--- src/hw/rtl/itp_pkg.sv ---
// ----------------------------------------------------------------------------
// itp_pkg
// Shared constants, types and helper functions for the infix-to-postfix unit.
// ----------------------------------------------------------------------------
package itp_pkg;

  localparam int STACK_DEPTH = 32;
  localparam int CNT_W       = $clog2(STACK_DEPTH + 1);
  localparam int SYM_W       = 8;

  localparam logic [SYM_W-1:0] CH_PLUS  = 8'h2B;
  localparam logic [SYM_W-1:0] CH_MINUS = 8'h2D;
  localparam logic [SYM_W-1:0] CH_MUL   = 8'h2A;
  localparam logic [SYM_W-1:0] CH_DIV   = 8'h2F;
  localparam logic [SYM_W-1:0] CH_POW   = 8'h5E;
  localparam logic [SYM_W-1:0] CH_LPAR  = 8'h28;
  localparam logic [SYM_W-1:0] CH_RPAR  = 8'h29;
  localparam logic [SYM_W-1:0] CH_NUL   = 8'h00;

  // whole-stack operations
  localparam logic [1:0] STK_HOLD = 2'd0;
  localparam logic [1:0] STK_PUSH = 2'd1;
  localparam logic [1:0] STK_POP  = 2'd2;
  localparam logic [1:0] STK_REPL = 2'd3;

  // per-cell operations
  localparam logic [1:0] CELL_HOLD = 2'd0;
  localparam logic [1:0] CELL_UP   = 2'd1;  // load from cell above (push side)
  localparam logic [1:0] CELL_DOWN = 2'd2;  // load from cell below (pop side)

  typedef struct packed {
    logic [1:0]       op;
    logic [SYM_W-1:0] din;
  } stk_ctrl_t;

  typedef struct packed {
    logic [SYM_W-1:0] top;
    logic [SYM_W-1:0] next;
  } stk_stat_t;

  // unknown characters rank lowest (0) so they pop everything
  function automatic logic [1:0] prec_of(input logic [SYM_W-1:0] c);
    logic [1:0] p;
    p = 2'd0;
    if (c == CH_PLUS || c == CH_MINUS) p = 2'd1;
    else if (c == CH_MUL || c == CH_DIV) p = 2'd2;
    else if (c == CH_POW) p = 2'd3;
    return p;
  endfunction

  function automatic logic is_operand(input logic [SYM_W-1:0] c);
    return (c >= 8'h61 && c <= 8'h7A) || (c >= 8'h41 && c <= 8'h5A) ||
           (c >= 8'h30 && c <= 8'h39);
  endfunction

endpackage

--- src/hw/rtl/itp_cell.sv ---
// ----------------------------------------------------------------------------
// itp_cell
// One stack entry; shifts toward the top or the bottom with its neighbors.
// ----------------------------------------------------------------------------
module itp_cell (
  input  logic                      clk,
  input  logic [1:0]                op,
  input  logic [itp_pkg::SYM_W-1:0] from_up,
  input  logic [itp_pkg::SYM_W-1:0] from_down,
  output logic [itp_pkg::SYM_W-1:0] q
);

  logic [itp_pkg::SYM_W-1:0] data_r;
  logic [itp_pkg::SYM_W-1:0] data_nxt;

  always_comb begin
    unique case (op)
      itp_pkg::CELL_UP:   data_nxt = from_up;
      itp_pkg::CELL_DOWN: data_nxt = from_down;
      default:            data_nxt = data_r;
    endcase
  end

  always_ff @(posedge clk) begin
    data_r <= data_nxt;
  end

  assign q = data_r;

endmodule

--- src/hw/rtl/itp_stack.sv ---
// ----------------------------------------------------------------------------
// itp_stack
// Operator stack built as a chain of shifting cells; cell 0 is the top.
// ----------------------------------------------------------------------------
module itp_stack (
  input  logic               clk,
  input  itp_pkg::stk_ctrl_t ctrl,
  output itp_pkg::stk_stat_t stat
);

  logic [itp_pkg::SYM_W-1:0] q     [itp_pkg::STACK_DEPTH];
  logic [itp_pkg::SYM_W-1:0] up_d  [itp_pkg::STACK_DEPTH];
  logic [itp_pkg::SYM_W-1:0] dn_d  [itp_pkg::STACK_DEPTH];
  logic [1:0]                c_op  [itp_pkg::STACK_DEPTH];

  genvar i;
  generate
    for (i = 0; i < itp_pkg::STACK_DEPTH; i++) begin : g_cell
      if (i == 0) begin : g_top
        assign up_d[i] = ctrl.din;
      end else begin : g_mid
        assign up_d[i] = q[i-1];
      end
      if (i == itp_pkg::STACK_DEPTH - 1) begin : g_bot
        assign dn_d[i] = '0;
      end else begin : g_nb
        assign dn_d[i] = q[i+1];
      end

      always_comb begin
        unique case (ctrl.op)
          itp_pkg::STK_PUSH: c_op[i] = itp_pkg::CELL_UP;
          itp_pkg::STK_POP:  c_op[i] = itp_pkg::CELL_DOWN;
          itp_pkg::STK_REPL: c_op[i] = (i == 0) ? itp_pkg::CELL_UP : itp_pkg::CELL_HOLD;
          default:           c_op[i] = itp_pkg::CELL_HOLD;
        endcase
      end

      itp_cell u_cell (
        .clk       (clk),
        .op        (c_op[i]),
        .from_up   (up_d[i]),
        .from_down (dn_d[i]),
        .q         (q[i])
      );
    end
  endgenerate

  assign stat.top  = q[0];
  assign stat.next = q[1];

endmodule

--- src/hw/rtl/infix_to_postfix_converter_unit.sv ---
// ----------------------------------------------------------------------------
// infix_to_postfix_converter_unit
// Shunting-yard infix to postfix converter over a shifting operator stack.
// ----------------------------------------------------------------------------
// Sequence: an accepted word is registered, then handled in the work state;
//   each result is registered at the output, and each stack pop is a step.
// Input: a new word is taken only after the work state has popped every
//   entry due or discarded its '(' and, for an end word, sent the terminator.
//   The whole stack shifts one place per cycle unless the output stalls.
// Reset: rst_n synchronous, active low; empties the stack and the output.
// ----------------------------------------------------------------------------
module infix_to_postfix_converter_unit (
  input  logic       clk,
  input  logic       rst_n,
  input  logic       in_tvalid,
  output logic       in_tready,
  input  logic [7:0] in_tdata,   // [7:0] symbol
  input  logic       in_tuser,   // [0] end_of_expr
  output logic       out_tvalid,
  input  logic       out_tready,
  output logic [7:0] out_tdata,  // [7:0] out_symbol
  output logic       out_tlast
);

  localparam logic ST_IDLE = 1'b0;
  localparam logic ST_WORK = 1'b1;

  logic                                state_r, state_nxt;
  logic [itp_pkg::SYM_W-1:0]           sym_r;
  logic                                eoe_r;
  logic [itp_pkg::CNT_W-1:0]           cnt_r, cnt_nxt;
  logic                                out_valid_r;
  logic [itp_pkg::SYM_W-1:0]           out_data_r;
  logic                                out_last_r;

  itp_pkg::stk_ctrl_t                  stk_ctrl;
  itp_pkg::stk_stat_t                  stk_stat;

  logic                                out_ok;
  logic                                step;
  logic                                emit;
  logic [itp_pkg::SYM_W-1:0]           emit_data;
  logic                                emit_last;
  logic                                done;
  logic [1:0]                          op_sel;
  logic [itp_pkg::CNT_W-1:0]           cnt_sel;
  logic [1:0]                          p_in;
  logic                                full;

  assign out_ok    = !out_valid_r || out_tready;
  assign step      = (state_r == ST_WORK) && out_ok;
  assign in_tready = (state_r == ST_IDLE);
  assign p_in      = itp_pkg::prec_of(sym_r);
  assign full      = (cnt_r == itp_pkg::CNT_W'(itp_pkg::STACK_DEPTH));

  always_comb begin
    op_sel    = itp_pkg::STK_HOLD;
    cnt_sel   = cnt_r;
    emit      = 1'b0;
    emit_data = stk_stat.top;
    emit_last = 1'b0;
    done      = 1'b0;
    priority if (eoe_r) begin
      if (cnt_r != '0) begin
        emit    = 1'b1;
        op_sel  = itp_pkg::STK_POP;
        cnt_sel = cnt_r - 1'b1;
      end else begin
        emit      = 1'b1;
        emit_data = itp_pkg::CH_NUL;
        emit_last = 1'b1;
        done      = 1'b1;
      end
    end else if (itp_pkg::is_operand(sym_r)) begin
      emit      = 1'b1;
      emit_data = sym_r;
      emit_last = 1'b1;
      done      = 1'b1;
    end else if (sym_r == itp_pkg::CH_LPAR) begin
      if (!full) begin
        op_sel  = itp_pkg::STK_PUSH;
        cnt_sel = cnt_r + 1'b1;
      end
      done = 1'b1;
    end else if (sym_r == itp_pkg::CH_RPAR) begin
      if (cnt_r != '0 && stk_stat.top != itp_pkg::CH_LPAR) begin
        emit      = 1'b1;
        op_sel    = itp_pkg::STK_POP;
        cnt_sel   = cnt_r - 1'b1;
        emit_last = (cnt_r == itp_pkg::CNT_W'(1)) || (stk_stat.next == itp_pkg::CH_LPAR);
        done      = (cnt_r == itp_pkg::CNT_W'(1));
      end else begin
        if (cnt_r != '0) begin
          op_sel  = itp_pkg::STK_POP;
          cnt_sel = cnt_r - 1'b1;
        end
        done = 1'b1;
      end
    end else begin
      if (cnt_r != '0 && p_in <= itp_pkg::prec_of(stk_stat.top)) begin
        emit = 1'b1;
        if (cnt_r > itp_pkg::CNT_W'(1) && p_in <= itp_pkg::prec_of(stk_stat.next)) begin
          op_sel  = itp_pkg::STK_POP;
          cnt_sel = cnt_r - 1'b1;
        end else begin
          // last pop: the new operator takes the freed top slot
          op_sel    = itp_pkg::STK_REPL;
          emit_last = 1'b1;
          done      = 1'b1;
        end
      end else begin
        if (!full) begin
          op_sel  = itp_pkg::STK_PUSH;
          cnt_sel = cnt_r + 1'b1;
        end
        done = 1'b1;
      end
    end
  end

  assign stk_ctrl.op  = step ? op_sel : itp_pkg::STK_HOLD;
  assign stk_ctrl.din = sym_r;
  assign cnt_nxt      = step ? cnt_sel : cnt_r;

  always_comb begin
    state_nxt = state_r;
    if (state_r == ST_IDLE) begin
      if (in_tvalid) state_nxt = ST_WORK;
    end else if (step && done) begin
      state_nxt = ST_IDLE;
    end
  end

  always_ff @(posedge clk) begin
    if (!rst_n) begin
      state_r     <= ST_IDLE;
      cnt_r       <= '0;
      out_valid_r <= 1'b0;
    end else begin
      state_r <= state_nxt;
      cnt_r   <= cnt_nxt;
      if (out_ok) out_valid_r <= step && emit;
    end
  end

  always_ff @(posedge clk) begin
    if (in_tvalid && in_tready) begin
      sym_r <= in_tdata;
      eoe_r <= in_tuser;
    end
    if (step && emit) begin
      out_data_r <= emit_data;
      out_last_r <= emit_last;
    end
  end

  itp_stack u_stack (
    .clk  (clk),
    .ctrl (stk_ctrl),
    .stat (stk_stat)
  );

  assign out_tvalid = out_valid_r;
  assign out_tdata  = out_data_r;
  assign out_tlast  = out_last_r;

endmodule

--- config.mk ---
export PLATFORM = sky130hd
export DESIGN_NAME = infix_to_postfix_converter_unit
export DESIGN_NICKNAME = d
export VERILOG_FILES = /design/src/hw/rtl/itp_pkg.sv /design/src/hw/rtl/itp_cell.sv /design/src/hw/rtl/itp_stack.sv /design/src/hw/rtl/infix_to_postfix_converter_unit.sv
export SDC_FILE = /design/constraint.sdc
export NUM_CORES = 1
export LEC_CHECK = 0
export BUFFER_PORTS_ARGS = -buffer_cell sky130_fd_sc_hd__buf_2
export CAP_MARGIN = 30
export CORE_UTILIZATION = 35
export DETAILED_ROUTE_END_ITERATION = 7
export PLACE_DENSITY_LB_ADDON = 0.05
export SYNTH_ARGS = -nofsm -noshare
export SYNTH_HDL_FRONTEND = slang
export SYNTH_SLANG_ARGS = --single-unit
--- constraint.sdc ---
create_clock -name clk -period 10.1 [get_ports clk]
set_clock_uncertainty 0.2 [all_clocks]
set_input_delay 1.01 -clock clk [delete_from_list [all_inputs] [get_ports clk]]
set_output_delay 1.01 -clock clk [all_outputs]
set_load 0.005 [all_outputs]
Word level (Yosys, flattened, before mapping)
Index checks and enable logic that the tools add are counted.
Word-level totals
  register bits after elaboration: 282
  bits of input ports: 13
  output and inout port bits: 11
  logic and storage cells: 204
Operators by class
  add/sub/neg operators: 2
  $lt $le $gt $ge: 9
  equal/unequal tests: 30
  mux-type cells: 97
  bitwise operators: 1
  reduce and logical (&&, ||, !) cells: 26
Operators by type and width (count)
  case mux 8 bit (2 select lines): 32
  equality test 8 x 6 -> 1 bit (second input constant): 15
  two-way mux 6 bit: 9
  two-way mux 2 bit: 26
  two-way mux 1 bit: 25
  equality test 8 x 7 -> 1 bit (second input constant): 3
  two-way mux 8 bit: 3
  >= comparator 8 x 7 -> 1 bit (second input constant): 2
  <= comparator 8 x 7 -> 1 bit (second input constant): 2
  logical AND 1 bit: 10
  logical OR 1 bit: 10
  equality test 2 bit (second input constant): 4
  >= comparator 8 x 6 -> 1 bit (second input constant): 1
  <= comparator 8 x 6 -> 1 bit (second input constant): 1
  != test 8 x 6 -> 1 bit (second input constant): 1
  case mux 2 bit (2 select lines): 2
  adder 6 x 1 -> 6 bit (second input constant): 1
  equality test 2 x 1 -> 1 bit (second input constant): 3
  equality test 6 x 1 -> 1 bit (second input constant): 1
  equality test 6 bit (second input constant): 1
  greater-than comparator 6 x 1 -> 1 bit (second input constant): 1
  nonzero test 6 bit: 1
  subtractor 6 x 1 -> 6 bit (second input constant): 1
  != test 5 x 4 -> 1 bit (second input constant): 1
  other kinds (7): 9

Depth between registers and ports, before layout
  depth in word-level cells: 29
  gate-level depth with buffers: 17
  gate-level depth less buffers: 14

Cells and area by module
A second synthesis with hierarchy kept.
Unflattened totals
  cell total of the unflattened synthesis: 837
  area total of the unflattened synthesis: 14388.8 um^2
By module, submodules not included
  itp_cell: instances 32, cells an instance 20, area each 391.6 um^2, sequential area each 240.2 um^2
  infix_to_postfix_converter_unit: instances 1, cells an instance 193, area each 1834.3 um^2, sequential area each 700.7 um^2
  itp_stack: instances 1, cells an instance 4, area each 22.5 um^2, sequential area each 0.0 um^2

Worst setup path after synthesis
No wires, ideal clock.
  kind: flip-flop to flip-flop
  from: reg sym_r[3] (netlist name)
  to: reg u_stack.g_cell[10].u_cell.data_r (netlist bit u_stack.g_cell[10].u_cell.q[0]) (enable)
  setup time: 0.600 ns
  data arrival time: 7.858 ns
  required time: 9.300 ns
  setup slack: 1.443 ns
  stages on the path, launching flop included: 14
  path buffers: 0
  clock period less this slack: 8.657 ns
  path through: edfxtp_1 -> nand2_1 -> or4b_2 -> nand3_1 -> and3_1 -> ha_1 -> nor2b_1 -> a2bb2oi_1 -> a211oi_2 -> nor2_1 -> a31oi_1 -> nand3_1 -> ha_1 -> inv_1
On the way
  word-level cells in the longest chain between the ends: 17
  elaborated cells between the ends (all ways): 40
  those cells by class: 8 x order compare; 11 x eq/ne; 11 x mux; 10 x reduce/logical
Ends and longest elaborated chain
  start, declared: RTL line infix_to_postfix_converter_unit.sv:29  | logic [itp_pkg::SYM_W-1:0] sym_r;
  start signal, assigned: RTL line infix_to_postfix_converter_unit.sv:148  | sym_r <= in_tdata;
  equality test 8 x 7 -> 1 bit or equality test 8 x 6 -> 1 bit (tied branches): RTL line itp_pkg.sv:47, itp_pkg.sv:46
  two-way mux 2 bit or logical OR 1 bit (tied branches): RTL line itp_pkg.sv:47, itp_pkg.sv:46
  two-way mux 2 bit: RTL line itp_pkg.sv:46  | else if (c == CH_MUL || c == CH_DIV) p = 2'd2;
  two-way mux 2 bit: RTL line itp_pkg.sv:45  | if (c == CH_PLUS || c == CH_MINUS) p = 2'd1;
  <= comparator 2 bit: RTL line infix_to_postfix_converter_unit.sv:102  | if (cnt_r > itp_pkg::CNT_W'(1) && p_in <= itp_pkg::prec_of(stk_stat.next)) begin
  logical AND 1 bit: RTL line infix_to_postfix_converter_unit.sv:102
  two-way mux 1 bit: RTL line infix_to_postfix_converter_unit.sv:102
  two-way mux 2 bit: RTL line infix_to_postfix_converter_unit.sv:100  | if (cnt_r != '0 && p_in <= itp_pkg::prec_of(stk_stat.top)) begin
  two-way mux 2 bit: RTL line infix_to_postfix_converter_unit.sv:85  | end else if (sym_r == itp_pkg::CH_RPAR) begin
  two-way mux 2 bit: RTL line infix_to_postfix_converter_unit.sv:79  | end else if (sym_r == itp_pkg::CH_LPAR) begin
  two-way mux 2 bit *: RTL line infix_to_postfix_converter_unit.sv:74  | end else if (itp_pkg::is_operand(sym_r)) begin
  two-way mux 2 bit *: RTL line infix_to_postfix_converter_unit.sv:63  | priority if (eoe_r) begin
  two-way mux 2 bit *: RTL line infix_to_postfix_converter_unit.sv:121  | assign stk_ctrl.op = step ? op_sel : itp_pkg::STK_HOLD;
  equality test 2 bit or equality test 2 x 1 -> 1 bit (tied branches): RTL line itp_stack.sv:31  | unique case (ctrl.op)
  case mux 2 bit (2 select lines) *: RTL line itp_stack.sv:31
  equality test 2 bit or equality test 2 x 1 -> 1 bit (tied branches): RTL line itp_cell.sv:17  | unique case (op)
  nonzero test 2 bit (no source line) *
  end signal, assigned: RTL line itp_cell.sv:25  | data_r <= data_nxt;
  end, declared: RTL line itp_cell.sv:13  | logic [itp_pkg::SYM_W-1:0] data_r;
Mark *: on every way between the ends. The rest lies on a longest branch, timed or not.
A chain may end at the register's enable or synchronous reset.

Final worst setup path
  from: reg sym_r[3] (netlist name)
  to: reg u_stack.g_cell[2].u_cell.data_r (netlist bit u_stack.g_cell[2].u_cell.q[1]) (enable)
On the way
  word-level cells in the longest chain between the ends: 17
  elaborated cells between the ends (all ways): 40
  those cells by class: 8 x order compare; 11 x eq/ne; 11 x mux; 10 x reduce/logical
Ends and longest elaborated chain (RTL line)
  equality test 8 x 7 -> 1 bit or equality test 8 x 6 -> 1 bit (tied branches): itp_pkg.sv:47, itp_pkg.sv:46
  two-way mux 2 bit or logical OR 1 bit (tied branches): itp_pkg.sv:47, itp_pkg.sv:46
  two-way mux 2 bit: itp_pkg.sv:46
  two-way mux 2 bit: itp_pkg.sv:45
  <= comparator 2 bit: infix_to_postfix_converter_unit.sv:102
  logical AND 1 bit: infix_to_postfix_converter_unit.sv:102
  two-way mux 1 bit: infix_to_postfix_converter_unit.sv:102
  two-way mux 2 bit: infix_to_postfix_converter_unit.sv:100
  two-way mux 2 bit: infix_to_postfix_converter_unit.sv:85
  two-way mux 2 bit: infix_to_postfix_converter_unit.sv:79
  two-way mux 2 bit *: infix_to_postfix_converter_unit.sv:74
  two-way mux 2 bit *: infix_to_postfix_converter_unit.sv:63
  two-way mux 2 bit *: infix_to_postfix_converter_unit.sv:121
  equality test 2 bit or equality test 2 x 1 -> 1 bit (tied branches): itp_stack.sv:31
  case mux 2 bit (2 select lines) *: itp_stack.sv:31
  equality test 2 bit or equality test 2 x 1 -> 1 bit (tied branches): itp_cell.sv:17
  nonzero test 2 bit (no source line) *
  end signal, assigned: itp_cell.sv:25
  end, declared: itp_cell.sv:13
Marks and branches as above.

==> run summary <==
Status -> completed
Register area -> 8390 sq um
Comb power frac -> 21.7%
Worst stage delay on the critical path -> 0.81 ns
First-pass GRT wire length -> 35.3 mm
DR iter-0 viols -> 349
Sequential area share after synthesis -> 67.0%
Switching Power -> 1.05 mW
PortBufs -> 23
Final Max Slew Viols -> 0
CP Data Arrival Time -> 5.35 ns
DIE AREA -> 36,500 sq um
Drt first pass iters -> 4
P&R area growth vs syn -> 13.8%
Period Utilization, post-route -> 53.7%
Detailed Route WL -> 21.0 mm
Largest net degree at the start of global routing -> 101
RD Place Congestion -> 0.769
Max Fanout on Critical Path -> 100
Post-synth ARST share -> 0%
Critical path type -> reg2reg
H-tree depth -> 2
Syn Inst Count -> 746
Via-per-instance ratio -> 4.99
Worst-margin pin slew -> 0.871 ns
Net Sw Frac -> 26.8%
Top delay family on crit path -> simple AND/OR/NAND/NOR gates
Worst-path clk slew -> 0.06 ns
Antenna violations before repair -> 0
Post-route DRC -> 0
Nets -> 798
CTS resizes -> 0
# diodes -> 0
# fillers -> 3,190
# setup viols final -> 0
Syn. warnings -> 0
Most frequent cells in the layout -> 274 x edfxtp_1, 247 x mux2_2, 35 x clkbuf_16, 27 x nand2_1, 23 x buf_2
Main area contributors after synthesis -> edfxtp_1 66%, mux2_2 22%, dfxtp_1 1.3%, ha_1 1.0%, nand2_1 0.81%
RSZ-0062 raised after global routing -> no
Max Cap Viol -> 0
Top_reg_cell synth -> edfxtp_1
Post-layout util -> 40.8%
CTS tree -> done
Tmin final -> 5.43 ns
Hold WC Path Type -> reg2reg
EDFF count, synth -> 274
Peak Freq -> 0.184 GHz
Worst path buffer plus inverter count -> 2
Clk buf depth -> 3
Total grt overflow -> 0
Core Box Area -> 34,900 sq um
Sink Count -> 282
Yosys cell types -> 52
Placed Cells -> 1,193
Sequential Power Share -> 48.7%
Gr usage total -> 12.0%
Vias in the first global route -> 6,706
Avg Cell Area, Syn -> 16.8 sq um
Clock share of power -> 29.7%
Worst setup SP type -> register
Most common cell after layout, fill and taps aside -> edfxtp_1
Mean routed wirelength per cell -> 16.8 um
Share of layout cells above drive strength 1 -> 43.0%
Worst endpoint required time -> 10.02 ns
Crit path cell chain -> nand2_1 -> or4b_2 -> nand3_1 -> and3_1 -> ha_1 -> nor2b_1 -> a2bb2oi_1 -> a211oi_2 -> nor2_1 -> a31oi_1 -> nand3_1 -> ha_4 -> inv_8 -> buf_4
HPWL after detailed placement -> 12.6 mm
Footprint of the multi-input gates -> 3950 sq um
Total negative setup slack -> 0 ns
Die span in x -> 191 um
Synthesized flop and latch total -> 282
Slowest CP cell -> buf_4
Final Hold Fails -> 0
Non-filler cells, final -> 1,255
Crit. End Element -> register
Initial Util -> 35.9%
Vias -> 6,264
Relative slew slack -> 41.8%
Final hold slack -> 0.320 ns
Post-route ant nets -> 0
Setup Fix Bufs, Post-CTS -> 0
Post-Syn Area -> 12,500 sq um
P_leak -> 4.60 nW
Synth top area share -> 65.8%
Cell taking the most area after synthesis -> edfxtp_1
Int Power -> 2.88 mW
Syn Nets -> 769
Clock latency on the worst-skew pair -> 0.50 ns
Num CTS Buffers -> 34
IO Pins -> 24
Die height -> 191 um
Site row count -> 68
Clk root buf -> clkbuf_16
VDD IR max -> 0.000123 V
CP most frequent cell -> nand3_1
PwrDens -> 276 nW/um^2
Hold_buf cts -> 0
==> flip-flops by register name (all words and copies together) (netlist names) <==
signal / count
out_tlast: 1
sym_r: 8
state_r: 1
u_stack.g_cell.u_cell.q: 256
eoe_r: 1
out_tdata: 8
out_tvalid: 1
cnt_r: 6
==> cell type report <==
| class | instances | area share [%] |
|---|---|---|
| sequential | 282 | 58.9 |
| multi-input combinational | 417 | 27.8 |
| clock buffer | 39 | 6.26 |
| tap | 455 | 4.00 |
| timing repair buffer | 30 | 1.46 |
| clock inverter | 22 | 1.29 |
| inverter | 10 | 0.316 |
==> worst reg2reg max path, cell delays in order, from the launching register on <==
cell and delay, ns:
edfxtp_1 0.51, nand2_1 0.17, or4b_2 0.68, nand3_1 0.10
and3_1 0.19, ha_1 0.26, nor2b_1 0.14, a2bb2oi_1 0.17
a211oi_2 0.46, nor2_1 0.10, a31oi_1 0.18, nand3_1 0.25
ha_4 0.34, inv_8 0.44, buf_4 0.84
==> cells in the mapped netlist (2+ instances only) <==
cell      instances
mux2i_1           5
clkbuf_1         26
nor2b_1          15
ha_1             10
o21ai_0           8
dfxtp_1           8
a21oi_1          11
nor2_1           10
nand4_1           3
buf_6             2
xnor2_1           2
a31oi_1           6
nand3_1          10
inv_1            10
o32ai_1           3
nor4b_1           2
o21a_1            2
nand2_1          27
a22o_2            6
nand2b_1          3
and2_1            6
mux2_2          247
nor3_1            6
buf_1             5
o22ai_1           3
a221oi_1          2
buf_2             4
nor4_1            2
a211oi_2          2
nor3b_1           3
and3_1            3
edfxtp_1        274
==> per-layer routing <==
layer / global-route usage, % / vias up / part of all wire (%)
met1: 15.6 / 3177 / 47
met4: 4.24 / 0 / 2.4
met2: 19.7 / 73 / 48
met5: 0 / - / 0
li1: - / 2977 / -
met3: 2.50 / 37 / 3.3
==> power by group through the flow <==
stage / Sequential (mW) / Clock, mW / Combinational (mW)
finish: 1.91 / 1.17 / 0.851
global route: 1.95 / 1.26 / 0.939
CTS: 1.92 / 1.22 / 0.855
detailed placement: 1.94 / 0 / 0.851
global placement: 1.93 / 0 / 0.807
floorplan: 1.93 / 0 / 0.679
==> cells by family after synthesis <==
logic type               count (synthesis)  share of synthesized area (%)
buffers and inverters                   47                           1.57
multiplexers                           252                           22.6
XOR/XNOR                                 3                          0.210
AND/OR/NAND/NOR                         97                           4.17
adder cells (fa/ha/maj)                 10                           1.00
flip-flops                             282                           67.0
AO/OA/AOI/OAI                           55                           3.38
==> path summary, 6_finish.rpt <==
kind	startpoint	end	slack, ns	cells past startpoint
worst max-delay path	sym_r[3]	u_stack.g_cell[2].u_cell.q[1]	4.67	14
worst min-delay path	cnt_r[5]	cnt_r[5]	0.32	2
worst max register to register	sym_r[3]	u_stack.g_cell[2].u_cell.q[1]	4.67	14
worst min register to register	cnt_r[5]	cnt_r[5]	0.32	2
==> stage by stage <==
stage | instance area, sq um | worst slack [ns] | total power [mW]
final | 14200 | 4.67 | 3.93
after global routing | 14200 | 4.30 | 4.16
after global placement | 13100 | 4.67 | 2.74
after floorplan | 12500 | 1.44 | 2.61
after detailed placement | 13100 | 4.53 | 2.79
after CTS | 14200 | 4.52 | 3.99
No activity file was read; power rests on OpenSTA's default activity.
